$ cat src/sv/shs_pkg.sv
`timescale 1ns / 1ps
// ----------------------------------------------------------------------------
// SHA-256 stream hasher package
// Round constants, initial hash, round functions and control structs.
// ----------------------------------------------------------------------------
package shs_pkg;

	// func field codes
	localparam logic FN_ABSORB = 1'b0;
	localparam logic FN_FINISH = 1'b1;

	localparam logic [7:0] PAD_BYTE   = 8'h80;
	localparam logic [5:0] LEN_POS    = 6'd56;
	localparam logic [5:0] LAST_ROUND = 6'd63;
	localparam logic [2:0] LAST_WORD  = 3'd7;

	typedef enum logic [2:0] {
		ST_IDLE,
		ST_PAD,
		ST_LOAD,
		ST_ROUND,
		ST_ADD,
		ST_OUT
	} state_t;

	typedef struct packed {
		logic       push;
		logic [5:0] pos;
		logic [7:0] data;
		logic       step;
		logic [5:0] kidx;
	} sched_ctl_t;

	typedef struct packed {
		logic       load;
		logic       round;
		logic       add;
		logic       emit;
		logic [2:0] oidx;
	} rnd_ctl_t;

	localparam logic [31:0] ROUND_K [64] = '{
		32'h428a2f98, 32'h71374491, 32'hb5c0fbcf, 32'he9b5dba5,
		32'h3956c25b, 32'h59f111f1, 32'h923f82a4, 32'hab1c5ed5,
		32'hd807aa98, 32'h12835b01, 32'h243185be, 32'h550c7dc3,
		32'h72be5d74, 32'h80deb1fe, 32'h9bdc06a7, 32'hc19bf174,
		32'he49b69c1, 32'hefbe4786, 32'h0fc19dc6, 32'h240ca1cc,
		32'h2de92c6f, 32'h4a7484aa, 32'h5cb0a9dc, 32'h76f988da,
		32'h983e5152, 32'ha831c66d, 32'hb00327c8, 32'hbf597fc7,
		32'hc6e00bf3, 32'hd5a79147, 32'h06ca6351, 32'h14292967,
		32'h27b70a85, 32'h2e1b2138, 32'h4d2c6dfc, 32'h53380d13,
		32'h650a7354, 32'h766a0abb, 32'h81c2c92e, 32'h92722c85,
		32'ha2bfe8a1, 32'ha81a664b, 32'hc24b8b70, 32'hc76c51a3,
		32'hd192e819, 32'hd6990624, 32'hf40e3585, 32'h106aa070,
		32'h19a4c116, 32'h1e376c08, 32'h2748774c, 32'h34b0bcb5,
		32'h391c0cb3, 32'h4ed8aa4a, 32'h5b9cca4f, 32'h682e6ff3,
		32'h748f82ee, 32'h78a5636f, 32'h84c87814, 32'h8cc70208,
		32'h90befffa, 32'ha4506ceb, 32'hbef9a3f7, 32'hc67178f2
	};

	localparam logic [31:0] INIT_H [8] = '{
		32'h6a09e667, 32'hbb67ae85, 32'h3c6ef372, 32'ha54ff53a,
		32'h510e527f, 32'h9b05688c, 32'h1f83d9ab, 32'h5be0cd19
	};

	function automatic logic [31:0] rotr(input logic [31:0] x, input int unsigned n);
		return (x >> n) | (x << (32 - n));
	endfunction

	function automatic logic [31:0] big_sigma0(input logic [31:0] x);
		return rotr(x, 2) ^ rotr(x, 13) ^ rotr(x, 22);
	endfunction

	function automatic logic [31:0] big_sigma1(input logic [31:0] x);
		return rotr(x, 6) ^ rotr(x, 11) ^ rotr(x, 25);
	endfunction

	function automatic logic [31:0] small_sigma0(input logic [31:0] x);
		return rotr(x, 7) ^ rotr(x, 18) ^ (x >> 3);
	endfunction

	function automatic logic [31:0] small_sigma1(input logic [31:0] x);
		return rotr(x, 17) ^ rotr(x, 19) ^ (x >> 10);
	endfunction

	function automatic logic [31:0] choose(input logic [31:0] e, input logic [31:0] f,
			input logic [31:0] g);
		return (e & f) ^ (~e & g);
	endfunction

	function automatic logic [31:0] majority(input logic [31:0] a, input logic [31:0] b,
			input logic [31:0] c);
		return (a & b) ^ (a & c) ^ (b & c);
	endfunction

endpackage

$ cat src/sv/shs_channels.sv
`timescale 1ns / 1ps
// ----------------------------------------------------------------------------
// SHA-256 stream hasher channels
// Valid/ready interfaces for message bytes and digest words.
// ----------------------------------------------------------------------------
interface shs_msg_if;
	logic       valid;
	logic       ready;
	logic       func;
	logic [7:0] data_byte;

	modport source (output valid, func, data_byte, input ready);
	modport sink   (input valid, func, data_byte, output ready);
endinterface

interface shs_dig_if;
	logic        valid;
	logic        ready;
	logic [31:0] digest_word;
	logic [2:0]  word_index;
	logic        last_word;

	modport source (output valid, digest_word, word_index, last_word, input ready);
	modport sink   (input valid, digest_word, word_index, last_word, output ready);
endinterface

$ cat src/sv/shs_sched.sv
`timescale 1ns / 1ps
// ----------------------------------------------------------------------------
// SHA-256 message schedule
// 16-word window: byte fill from the stream, then one W[t]+K[t] per step.
// ----------------------------------------------------------------------------
module shs_sched (
	input  logic                clk,
	input  shs_pkg::sched_ctl_t ctl,
	output logic [31:0]         kw
);

	logic [31:0] win_q [16];
	logic [31:0] kw_q;
	logic [31:0] w_cur;

	// first 16 steps pass the block words through; window rotates back intact
	always_comb begin
		if (ctl.kidx[5:4] == 2'b00) begin
			w_cur = win_q[0];
		end else begin
			w_cur = win_q[0] + shs_pkg::small_sigma0(win_q[1]) + win_q[9]
				+ shs_pkg::small_sigma1(win_q[14]);
		end
	end

	always_ff @(posedge clk) begin
		if (ctl.step) begin
			for (int i = 0; i < 15; i++) begin
				win_q[i] <= win_q[i + 1];
			end
			win_q[15] <= w_cur;
			kw_q      <= shs_pkg::ROUND_K[ctl.kidx] + w_cur;
		end else if (ctl.push) begin
			// big-endian: byte lane 0 lands in bits 31:24
			win_q[ctl.pos[5:2]][{~ctl.pos[1:0], 3'b000} +: 8] <= ctl.data;
		end
	end

	assign kw = kw_q;

endmodule

$ cat src/sv/shs_round.sv
`timescale 1ns / 1ps
// ----------------------------------------------------------------------------
// SHA-256 round unit
// Hash words, working variables a..h and the shared one-round datapath.
// ----------------------------------------------------------------------------
module shs_round (
	input  logic              clk,
	input  logic              arst_n,
	input  shs_pkg::rnd_ctl_t ctl,
	input  logic [31:0]       kw,
	output logic [31:0]       digest_word
);

	logic [31:0] hash_q [8];
	logic [31:0] work_q [8];
	logic [31:0] t1;
	logic [31:0] t2;

	always_comb begin
		t1 = work_q[7] + shs_pkg::big_sigma1(work_q[4])
			+ shs_pkg::choose(work_q[4], work_q[5], work_q[6]) + kw;
		t2 = shs_pkg::big_sigma0(work_q[0])
			+ shs_pkg::majority(work_q[0], work_q[1], work_q[2]);
	end

	always_ff @(posedge clk) begin
		if (ctl.load) begin
			for (int i = 0; i < 8; i++) begin
				work_q[i] <= hash_q[i];
			end
		end else if (ctl.round) begin
			work_q[7] <= work_q[6];
			work_q[6] <= work_q[5];
			work_q[5] <= work_q[4];
			work_q[4] <= work_q[3] + t1;
			work_q[3] <= work_q[2];
			work_q[2] <= work_q[1];
			work_q[1] <= work_q[0];
			work_q[0] <= t1 + t2;
		end
	end

	// emit shifts the digest out of word 0 and refills with the initial hash
	always_ff @(posedge clk or negedge arst_n) begin
		if (!arst_n) begin
			for (int i = 0; i < 8; i++) begin
				hash_q[i] <= shs_pkg::INIT_H[i];
			end
		end else if (ctl.add) begin
			for (int i = 0; i < 8; i++) begin
				hash_q[i] <= hash_q[i] + work_q[i];
			end
		end else if (ctl.emit) begin
			for (int i = 0; i < 7; i++) begin
				hash_q[i] <= hash_q[i + 1];
			end
			hash_q[7] <= shs_pkg::INIT_H[ctl.oidx];
		end
	end

	assign digest_word = hash_q[0];

endmodule

$ cat src/sv/sha256_stream_hasher.sv
`timescale 1ns / 1ps
// ----------------------------------------------------------------------------
// SHA-256 stream hasher
// Byte-serial SHA-256 with a shared one-round-per-cycle compression unit.
// ----------------------------------------------------------------------------
// Usage:
//  msg    : one beat per byte. func=0 absorbs data_byte, func=1 finishes the
//           message (data_byte ignored). ready is high only while idle.
//  digest : after a finish, eight beats of digest_word, word_index 0..7
//           (0 most significant), last_word on index 7.
// Timing:
//  - the 64th byte of a block starts a compression (a load, 64 rounds and
//    a hash add) that completes before ready returns.
//  - a finish with f bytes in the block pushes pad/length bytes at one per
//    cycle, pausing while a full block compresses: for f <= 55 the first
//    digest beat follows one compression; for f >= 56 it follows two.
//  - rate is set by the round unit: one round per cycle, 64 per block.
// Stall: digest words are held from registers until taken; the hash words
//  shift out one per beat and reload with the initial hash, so the next
//  message starts clean once the last word is taken.
// Reset: arst_n clears the counters and sequencer and loads the initial hash;
//  the message window and working variables carry no reset.
// ----------------------------------------------------------------------------
module sha256_stream_hasher (
	input  logic      clk,
	input  logic      arst_n,
	shs_msg_if.sink   msg,
	shs_dig_if.source digest
);

	shs_pkg::state_t     state_q;
	shs_pkg::state_t     state_nx;
	shs_pkg::sched_ctl_t sched_ctl;
	shs_pkg::rnd_ctl_t   rnd_ctl;

	logic [5:0]  fill_q;       // bytes in the current block
	logic [31:0] bytes_q;      // message length in bytes, wraps at 2^32
	logic [5:0]  rnd_q;        // round counter
	logic        fin_q;        // finish in progress
	logic        first_q;      // next pad byte is the 0x80 marker
	logic        len_q;        // pushing the 64-bit bit length
	logic [2:0]  oidx_q;       // digest word on the output

	logic [31:0] kw;
	logic        msg_acc;
	logic        absorb;
	logic        finish;
	logic        push;
	logic        wrap;
	logic [5:0]  fill_nx;
	logic [63:0] bit_len;
	logic [7:0]  len_byte;
	logic [7:0]  pad_data;
	logic        dig_acc;
	logic        dig_done;

	assign msg_acc  = msg.valid && msg.ready;
	assign absorb   = msg_acc && (msg.func == shs_pkg::FN_ABSORB);
	assign finish   = msg_acc && (msg.func == shs_pkg::FN_FINISH);
	assign dig_acc  = digest.valid && digest.ready;
	assign dig_done = dig_acc && (oidx_q == shs_pkg::LAST_WORD);

	// padding source: marker, zero fill, then big-endian bit length
	assign bit_len  = {29'd0, bytes_q, 3'b000};
	assign len_byte = bit_len[{~fill_q[2:0], 3'b000} +: 8];

	always_comb begin
		if (first_q) begin
			pad_data = shs_pkg::PAD_BYTE;
		end else if (len_q) begin
			pad_data = len_byte;
		end else begin
			pad_data = 8'h00;
		end
	end

	assign push    = absorb || (state_q == shs_pkg::ST_PAD);
	assign fill_nx = fill_q + 6'd1;
	assign wrap    = push && (&fill_q);

	// next state
	always_comb begin
		state_nx = state_q;
		unique case (state_q)
			shs_pkg::ST_IDLE: begin
				if (finish) begin
					state_nx = shs_pkg::ST_PAD;
				end else if (wrap) begin
					state_nx = shs_pkg::ST_LOAD;
				end
			end
			shs_pkg::ST_PAD: begin
				if (wrap) begin
					state_nx = shs_pkg::ST_LOAD;
				end
			end
			shs_pkg::ST_LOAD: begin
				state_nx = shs_pkg::ST_ROUND;
			end
			shs_pkg::ST_ROUND: begin
				if (rnd_q == shs_pkg::LAST_ROUND) begin
					state_nx = shs_pkg::ST_ADD;
				end
			end
			shs_pkg::ST_ADD: begin
				priority if (fin_q && len_q) begin
					state_nx = shs_pkg::ST_OUT;
				end else if (fin_q) begin
					state_nx = shs_pkg::ST_PAD;
				end else begin
					state_nx = shs_pkg::ST_IDLE;
				end
			end
			shs_pkg::ST_OUT: begin
				if (dig_done) begin
					state_nx = shs_pkg::ST_IDLE;
				end
			end
			default: begin
				state_nx = shs_pkg::ST_IDLE;
			end
		endcase
	end

	// outputs and unit control
	always_comb begin
		msg.ready    = (state_q == shs_pkg::ST_IDLE);
		digest.valid = (state_q == shs_pkg::ST_OUT);

		sched_ctl.push = push;
		sched_ctl.pos  = fill_q;
		sched_ctl.data = (state_q == shs_pkg::ST_IDLE) ? msg.data_byte : pad_data;
		// schedule runs one step ahead of the rounds
		sched_ctl.step = (state_q == shs_pkg::ST_LOAD)
			|| ((state_q == shs_pkg::ST_ROUND) && (rnd_q != shs_pkg::LAST_ROUND));
		sched_ctl.kidx = (state_q == shs_pkg::ST_LOAD) ? 6'd0 : rnd_q + 6'd1;

		rnd_ctl.load  = (state_q == shs_pkg::ST_LOAD);
		rnd_ctl.round = (state_q == shs_pkg::ST_ROUND);
		rnd_ctl.add   = (state_q == shs_pkg::ST_ADD);
		rnd_ctl.emit  = dig_acc;
		rnd_ctl.oidx  = oidx_q;
	end

	always_ff @(posedge clk or negedge arst_n) begin
		if (!arst_n) begin
			state_q <= shs_pkg::ST_IDLE;
			fill_q  <= '0;
			bytes_q <= '0;
			rnd_q   <= '0;
			fin_q   <= 1'b0;
			first_q <= 1'b0;
			len_q   <= 1'b0;
			oidx_q  <= '0;
		end else begin
			state_q <= state_nx;
			if (push) begin
				fill_q <= fill_nx;
			end
			if (absorb) begin
				bytes_q <= bytes_q + 32'd1;
			end else if (dig_done) begin
				bytes_q <= '0;
			end
			if (state_q == shs_pkg::ST_ROUND) begin
				rnd_q <= rnd_q + 6'd1;
			end
			if (finish) begin
				fin_q   <= 1'b1;
				first_q <= 1'b1;
			end else if (dig_done) begin
				fin_q <= 1'b0;
				len_q <= 1'b0;
			end else if (state_q == shs_pkg::ST_PAD) begin
				first_q <= 1'b0;
				if (!len_q && (fill_nx == shs_pkg::LEN_POS)) begin
					len_q <= 1'b1;
				end
			end
			if (dig_acc) begin
				oidx_q <= oidx_q + 3'd1;
			end
		end
	end

	assign digest.word_index = oidx_q;
	assign digest.last_word  = (oidx_q == shs_pkg::LAST_WORD);

	shs_sched u_sched (
		.clk (clk),
		.ctl (sched_ctl),
		.kw  (kw)
	);

	shs_round u_round (
		.clk         (clk),
		.arst_n      (arst_n),
		.ctl         (rnd_ctl),
		.kw          (kw),
		.digest_word (digest.digest_word)
	);

endmodule

$ cat src/flat_wrapper.sv
// flat-port wrapper written by rule: the top's interface ports become plain ports
module sha256_stream_hasher_flat 
  (clk, arst_n, msg_valid, msg_func, msg_data_byte, msg_ready, digest_valid, digest_digest_word, digest_word_index, digest_last_word, digest_ready);
  shs_msg_if msg_i ();
  shs_dig_if digest_i ();
  input  logic clk;
  input  logic arst_n;
  input wire logic [$bits(msg_i.valid)-1:0] msg_valid;
  input wire logic [$bits(msg_i.func)-1:0] msg_func;
  input wire logic [$bits(msg_i.data_byte)-1:0] msg_data_byte;
  output wire logic [$bits(msg_i.ready)-1:0] msg_ready;
  output wire logic [$bits(digest_i.valid)-1:0] digest_valid;
  output wire logic [$bits(digest_i.digest_word)-1:0] digest_digest_word;
  output wire logic [$bits(digest_i.word_index)-1:0] digest_word_index;
  output wire logic [$bits(digest_i.last_word)-1:0] digest_last_word;
  input wire logic [$bits(digest_i.ready)-1:0] digest_ready;
  assign msg_i.valid = msg_valid;
  assign msg_i.func = msg_func;
  assign msg_i.data_byte = msg_data_byte;
  assign msg_ready = msg_i.ready;
  assign digest_valid = digest_i.valid;
  assign digest_digest_word = digest_i.digest_word;
  assign digest_word_index = digest_i.word_index;
  assign digest_last_word = digest_i.last_word;
  assign digest_i.ready = digest_ready;
  sha256_stream_hasher u_core (.clk(clk), .arst_n(arst_n), .msg(msg_i), .digest(digest_i));
endmodule
$ cat config.mk
export PLATFORM = sky130hd
export DESIGN_NAME = sha256_stream_hasher_flat
export DESIGN_NICKNAME = d
export VERILOG_FILES = /design/src/sv/shs_pkg.sv /design/src/sv/shs_channels.sv /design/src/sv/shs_sched.sv /design/src/sv/shs_round.sv /design/src/sv/sha256_stream_hasher.sv /design/src/flat_wrapper.sv
export SDC_FILE = /design/constraint.sdc
export NUM_CORES = 2
export LEC_CHECK = 0
export BUFFER_PORTS_ARGS = -buffer_cell sky130_fd_sc_hd__buf_4
export CAP_MARGIN = 10
export CELL_PAD_IN_SITES_DETAIL_PLACEMENT = 1
export CELL_PAD_IN_SITES_GLOBAL_PLACEMENT = 2
export CORE_ASPECT_RATIO = 1.25
export CORE_UTILIZATION = 42
export CTS_CLUSTER_DIAMETER = 120
export DETAILED_ROUTE_END_ITERATION = 10
export GPL_TIMING_DRIVEN = 1
export MAX_ROUTING_LAYER = met4
export PLACE_DENSITY_LB_ADDON = 0.3
export RECOVER_POWER = 25
export SYNTH_ARGS = -nofsm -noshare
export SYNTH_HDL_FRONTEND = slang
export SYNTH_SLANG_ARGS = --single-unit
$ cat constraint.sdc
create_clock -name clk -period 10.5 [get_ports clk]
set_input_delay 2.1 -clock clk [delete_from_list [all_inputs] [get_ports clk]]
set_output_delay 2.1 -clock clk [all_outputs]
set_load 0.05 [all_outputs]
=== Yosys cells after proc, flatten, opt, wreduce, memory -nomap -nowiden ===
Memory sizes are Yosys's and may differ from the RTL's.
Index checks and enable logic that the tools add are counted.

* Flip-flop bits (word level): 341
* Memory bits (writable): 768
* Bits in read-only memories: 2,304
* Memories kept: 4

* $add $sub $neg: 23
* $lt $le $gt $ge: 2
* Eq/ne operators: 12
* Shift operators: 3
* Muxes and demuxes: 49
* Bitwise logic cells: 41
* Reduce and logical (&&, ||, !) cells: 25

{| class="wikitable"
|+ Memory list
! name !! depth !! width !! read ports !! clocked after Yosys merged registers in !! write ports !! line !! text
|-
| (no name shown) || 64 || 32 || 1 || 0 || 0 || shs_sched.sv:32 || <nowiki>kw_q <= shs_pkg::ROUND_K[ctl.kidx] + w_cur;</nowiki>
|-
| u_core.u_sched.win_q || 16 || 32 || 16 || 0 || 16 || shs_sched.sv:12 || <nowiki>logic [31:0] win_q [16];</nowiki>
|-
| (no name shown) || 8 || 32 || 1 || 0 || 0 || shs_round.sv:57 || <nowiki>hash_q[7] <= shs_pkg::INIT_H[ctl.oidx];</nowiki>
|-
| u_core.u_round.work_q || 8 || 32 || 8 || 0 || 8 || shs_round.sv:15 || <nowiki>logic [31:0] work_q [8];</nowiki>
|}

{| class="wikitable"
|+ Operator list
! kind !! count
|-
| 32-bit adder || 18
|-
| 32-bit two-way mux || 18
|-
| 256-bit two-way mux || 2
|-
| 32-bit XOR || 9
|-
| 32-bit bitwise AND || 5
|-
| 64-bit by 7-bit variable part select with 8-bit output || 1
|-
| 32-bit by 1-bit adder with 32-bit output (second input constant) || 1
|-
| 32-bit inverter || 1
|-
| 10-bit by 32-bit bitwise OR with 32-bit output || 1
|-
| 13-bit by 32-bit bitwise OR with 32-bit output || 1
|-
| 14-bit by 32-bit bitwise OR with 32-bit output || 1
|-
| 15-bit by 32-bit bitwise OR with 32-bit output || 1
|-
| 19-bit by 32-bit bitwise OR with 32-bit output || 1
|-
| 21-bit by 32-bit bitwise OR with 32-bit output || 1
|-
| 25-bit by 32-bit bitwise OR with 32-bit output || 1
|-
| 26-bit by 32-bit bitwise OR with 32-bit output || 1
|-
| 30-bit by 32-bit bitwise OR with 32-bit output || 1
|-
| 7-bit by 32-bit bitwise OR with 32-bit output || 1
|-
| 32-bit OR reduction || 1
|-
| 8-bit by 7-bit variable shift with 32-bit output (first input constant) || 1
|-
| 8-bit by 7-bit variable part select with 32-bit output || 1
|-
| 32-bit by 22-bit XOR with 32-bit output || 1
|-
| 32-bit by 29-bit XOR with 32-bit output || 1
|-
| 8-bit two-way mux || 3
|-
| 32 further kinds || 82
|}

=== Longest topological paths before layout ===
* Word-level depth: 9
* Depth in mapped cells: 33
* Mapped depth without buffers: 32

=== Cells and area by module ===
Synthesis repeated with hierarchy kept, for this count alone.

* Cells, all modules: 8,306
* Area total of the unflattened synthesis: 77,478.1 sq um

{| class="wikitable"
|+ By module, submodules not included
! module !! instances !! cells each !! area each (sq um)
|-
| shs_round || 1 || 4,859 || 43,239.0
|-
| shs_sched || 1 || 3,121 || 31,097.3
|-
| sha256_stream_hasher || 1 || 326 || 3,141.8
|}

=== Worst setup path before layout ===
Ideal clock, no wire load.

* Path type: reg-to-reg
* From: reg u_core.state_q[2]
* To: mem u_core.u_sched.win_q[15][24], enable pin
* Library setup time: 0.311 ns
* Arrival: 7.284 ns
* Setup slack: 2.906 ns
* Cell stages (with the launch flop): 6
* Path buffers: 0
* Clock period less this slack: 7.594 ns
* Cell sequence: dfrtp_1 > nand2b_1 > inv_1 > nand2_1 > inv_1 > or2_2

{| class="wikitable"
|+ RTL lines
! element !! line !! text
|-
| start, declared || sha256_stream_hasher.sv:31 || <nowiki>shs_pkg::state_t state_q;</nowiki>
|-
| start signal, assigned || sha256_stream_hasher.sv:147 || <nowiki>state_q <= shs_pkg::ST_IDLE;</nowiki>
|-
| start signal, assigned || sha256_stream_hasher.sv:156 || <nowiki>state_q <= state_nx;</nowiki>
|-
| end, declared || shs_sched.sv:12 ||
|}

==> reports/qor.csv <==
metric,value,unit
synth_edf_count,800,
hold_class,flip-flop to flip-flop,
ys_types,90,
switchingPower,0.01661,W
path_cells,clkbuf_1 > nand3b_1 > clkbuf_1 > clkbuf_2 > nor3_1 > mux2i_1 > o311ai_1,
max_freq,109.2,MHz
avgViaCountPerCell,5.904,
crit_family,buffers and inverters,
setup_tns,0,ns
setup_ws,1.341,ns
worstSetupPathType,flip-flop to flip-flop,
grtUsageTotal,31.64,%
grt_pass1_vias,66890,
root_buffer,clkbuf_16,
gp_congestion,1.044,
antenna_found_initial,2,
seqPwrFrac,18.7,%
async_reset_ff_share,27.86,%
numCtsBuffers,133,
nets,8960,
worstSkewPairLatency,0.82,ns
fin_worst_skew,0.04179,ns
violations,"max-capacitance violations, max-slew violations",
p_leak,34.43,nW
internal_power,0.01698,W
rsz0062_at_grt,false,
place_hpwl,211100,microns
dieWidth,385,microns
post-cts-setup-buffers,0,
final_common_cell,nand2_1,
clk_transition_reported_paths,0.06,ns
grt_overflow_total,0,
clock-sinks,1109,
synth_area,77010,sq um
die_y,480.8,microns
required,10.99,ns
drt_first_pass_iters,6,
ys_ff_latch,1109,
ys.flop_type,edfxtp_1,
dieArea,185100,sq um
ios,51,
critPathSlowestCell,clkbuf_1,
crit_path_start_kind,flip-flop,
drc_errors,0,
syn_area_per_cell,8.984,sq um
clkPwrFrac,14.0,%
cp-end-kind,flip-flop,
num_vias,64030,
h-tree-depth,4,
yosys_warnings,0,
fin_crit,9.159,ns
cp_data_arrival_time,9.65,ns
grt_max_degree,151,
setup_viol,0,
cp_num_cells,7,
swShare,49.45,%
path_common_cell,clkbuf_1,
status,"complete, but fails checks",
comb_power_share,67.3,%
antenna_left,0,
final_layout_size_suffix_gt1_share,6.990,%
final_cell_mix,"nand2_1, edfxtp_1, o21ai_0",
yosysSeqAreaShare,41.46,%
drt_iter0_markers,4251,
tightest_slew,8.238,ns
placedInstanceArea,79230,sq um
vdd_drop_max,0.0003227,V
hold_buffers,0,
critPathMaxFanout,150,
syn_nets,9187,
reg2reg_depth,7,
holdPathStages,2,
grt_pass1_wl,427600,microns
hold_viol_final,0,
core_area,182000,sq um
cap_violations,13,
wire_per_inst,26.36,microns
numPortBuffers,50,
cts_tree,yes,
slowest_delay,5.70,ns
synthCells,8572,
std_cell_rows,175,
cp_num_buf_inv,3,
initial_utilization,42.32,%
cts_buffer_depth,3,
drt_wl_total,285900,microns
area_growth,8.396,%
cts_resized,0,
relSlewSlack,-449.2,%
powerDensity,402.4,nW/um^2
final_area,83480,sq um
maxSlewViolCount,792,
period_share,87.23,%
dp_slack,2.160,ns
p_total,0.03359,W
## cell families (layout without fill, tap and decap cells)
family	Yosys count	in the layout	synth area share, %
simple gates	2946	2946	16.15
compound gates	2377	2377	18.70
flops	1109	1109	41.46
buf+inv	869	752	4.398
fa+ha+maj	607	607	11.46
xor+xnor	589	589	6.718
mux	75	75	1.108
other cells	0	1	0
## metal layers
metal / vias up / wire [microns] / GRT usage (%)
li1: 29730 / - / -
met1: 32350 / 111100 / 34.58
met2: 1351 / 145000 / 55.11
met3: 605 / 9295 / 3.405
met4: 0 / 20390 / 19.11
met5: - / 0 / -
## worst paths after layout
| path | end | start | slack, ns |
|---|---|---|---|
| setup / recovery | u_core.u_round.work_q[1][30] | u_core.state_q[0] | 1.34 |
| hold / removal | u_core.u_round.digest_word[0] | u_core.u_round.digest_word[0] | 0.48 |
| setup reg to reg | u_core.u_round.work_q[1][30] | u_core.state_q[0] | 1.34 |
| hold reg to reg | u_core.u_round.digest_word[0] | u_core.u_round.digest_word[0] | 0.48 |
| max in group asynchronous | u_core.bytes_q[6] | arst_n | 2.73 |
| min in group asynchronous | u_core.u_round.hash_q[195] | arst_n | 2.62 |
## metrics by stage
step	utilization (%)	hold slack (ns)	instances
5_1_grt	45.88	0.5078	10850
2_1_floorplan	-	0.4456	8572
3_5_place_dp	43.54	0.4771	10600
3_3_place_gp	43.54	0.4695	10600
6_report	45.88	0.4835	10850
4_1_cts	45.93	0.4853	10840
## synthesized netlist by cell type, types with 173 or more instances
cell type,instances,area share [%]
inv_1,354,1.7
a21o_1,239,2.3
a21oi_1,468,3.0
ha_1,436,7.1
o21ai_0,533,3.5
nand2_1,1917,9.3
dfrtp_1,173,5.6
o21ai_1,404,2.6
a31oi_1,175,1.4
xnor2_1,392,4.5
nor2_1,395,1.9
edfxtp_1,800,31
xor2_1,196,2.2
clkbuf_1,428,2.1
## area by class of cell
type                       instances  area, sq um
antenna                            1        2.502
clock buffer                     175         3598
clock inverter                    70        737.0
fill                           20840        98480
inverter                         359         1349
multi-input combinational       6594        41820
sequential                      1109        31930
tap                             2389         2989
timing repair buffer             148         1060
## flip-flops by register name (all words and copies together) (netlist names), 3 cells and up
register	cells
u_core.bytes_q	32
u_core.digest.word_index	3
u_core.fill_q	6
u_core.rnd_q	6
u_core.state_q	3
u_core.u_round.digest_word	32
u_core.u_round.hash_q	224
u_core.u_round.work_q	256
u_core.u_sched.kw	32
u_core.u_sched.win_q	512
## tightest hold or removal path: cells and delay by family, from the launching register on
family,cells,cell delay (ns)
and+or+nand+nor,2,0.09
DFF,1,0.38
## power groups by stage
| stage | clock network (W) | registers [W] | logic, W |
|---|---|---|---|
| after floorplan | 0 | 0.00600 | 0.0160 |
| after global placement | 0 | 0.00630 | 0.0217 |
| after detailed placement | 0 | 0.00631 | 0.0222 |
| after CTS | 0.00479 | 0.00624 | 0.0224 |
| after global routing | 0.00492 | 0.00630 | 0.0248 |
| final | 0.00470 | 0.00627 | 0.0226 |
Power figures use the tool's default switching activity.
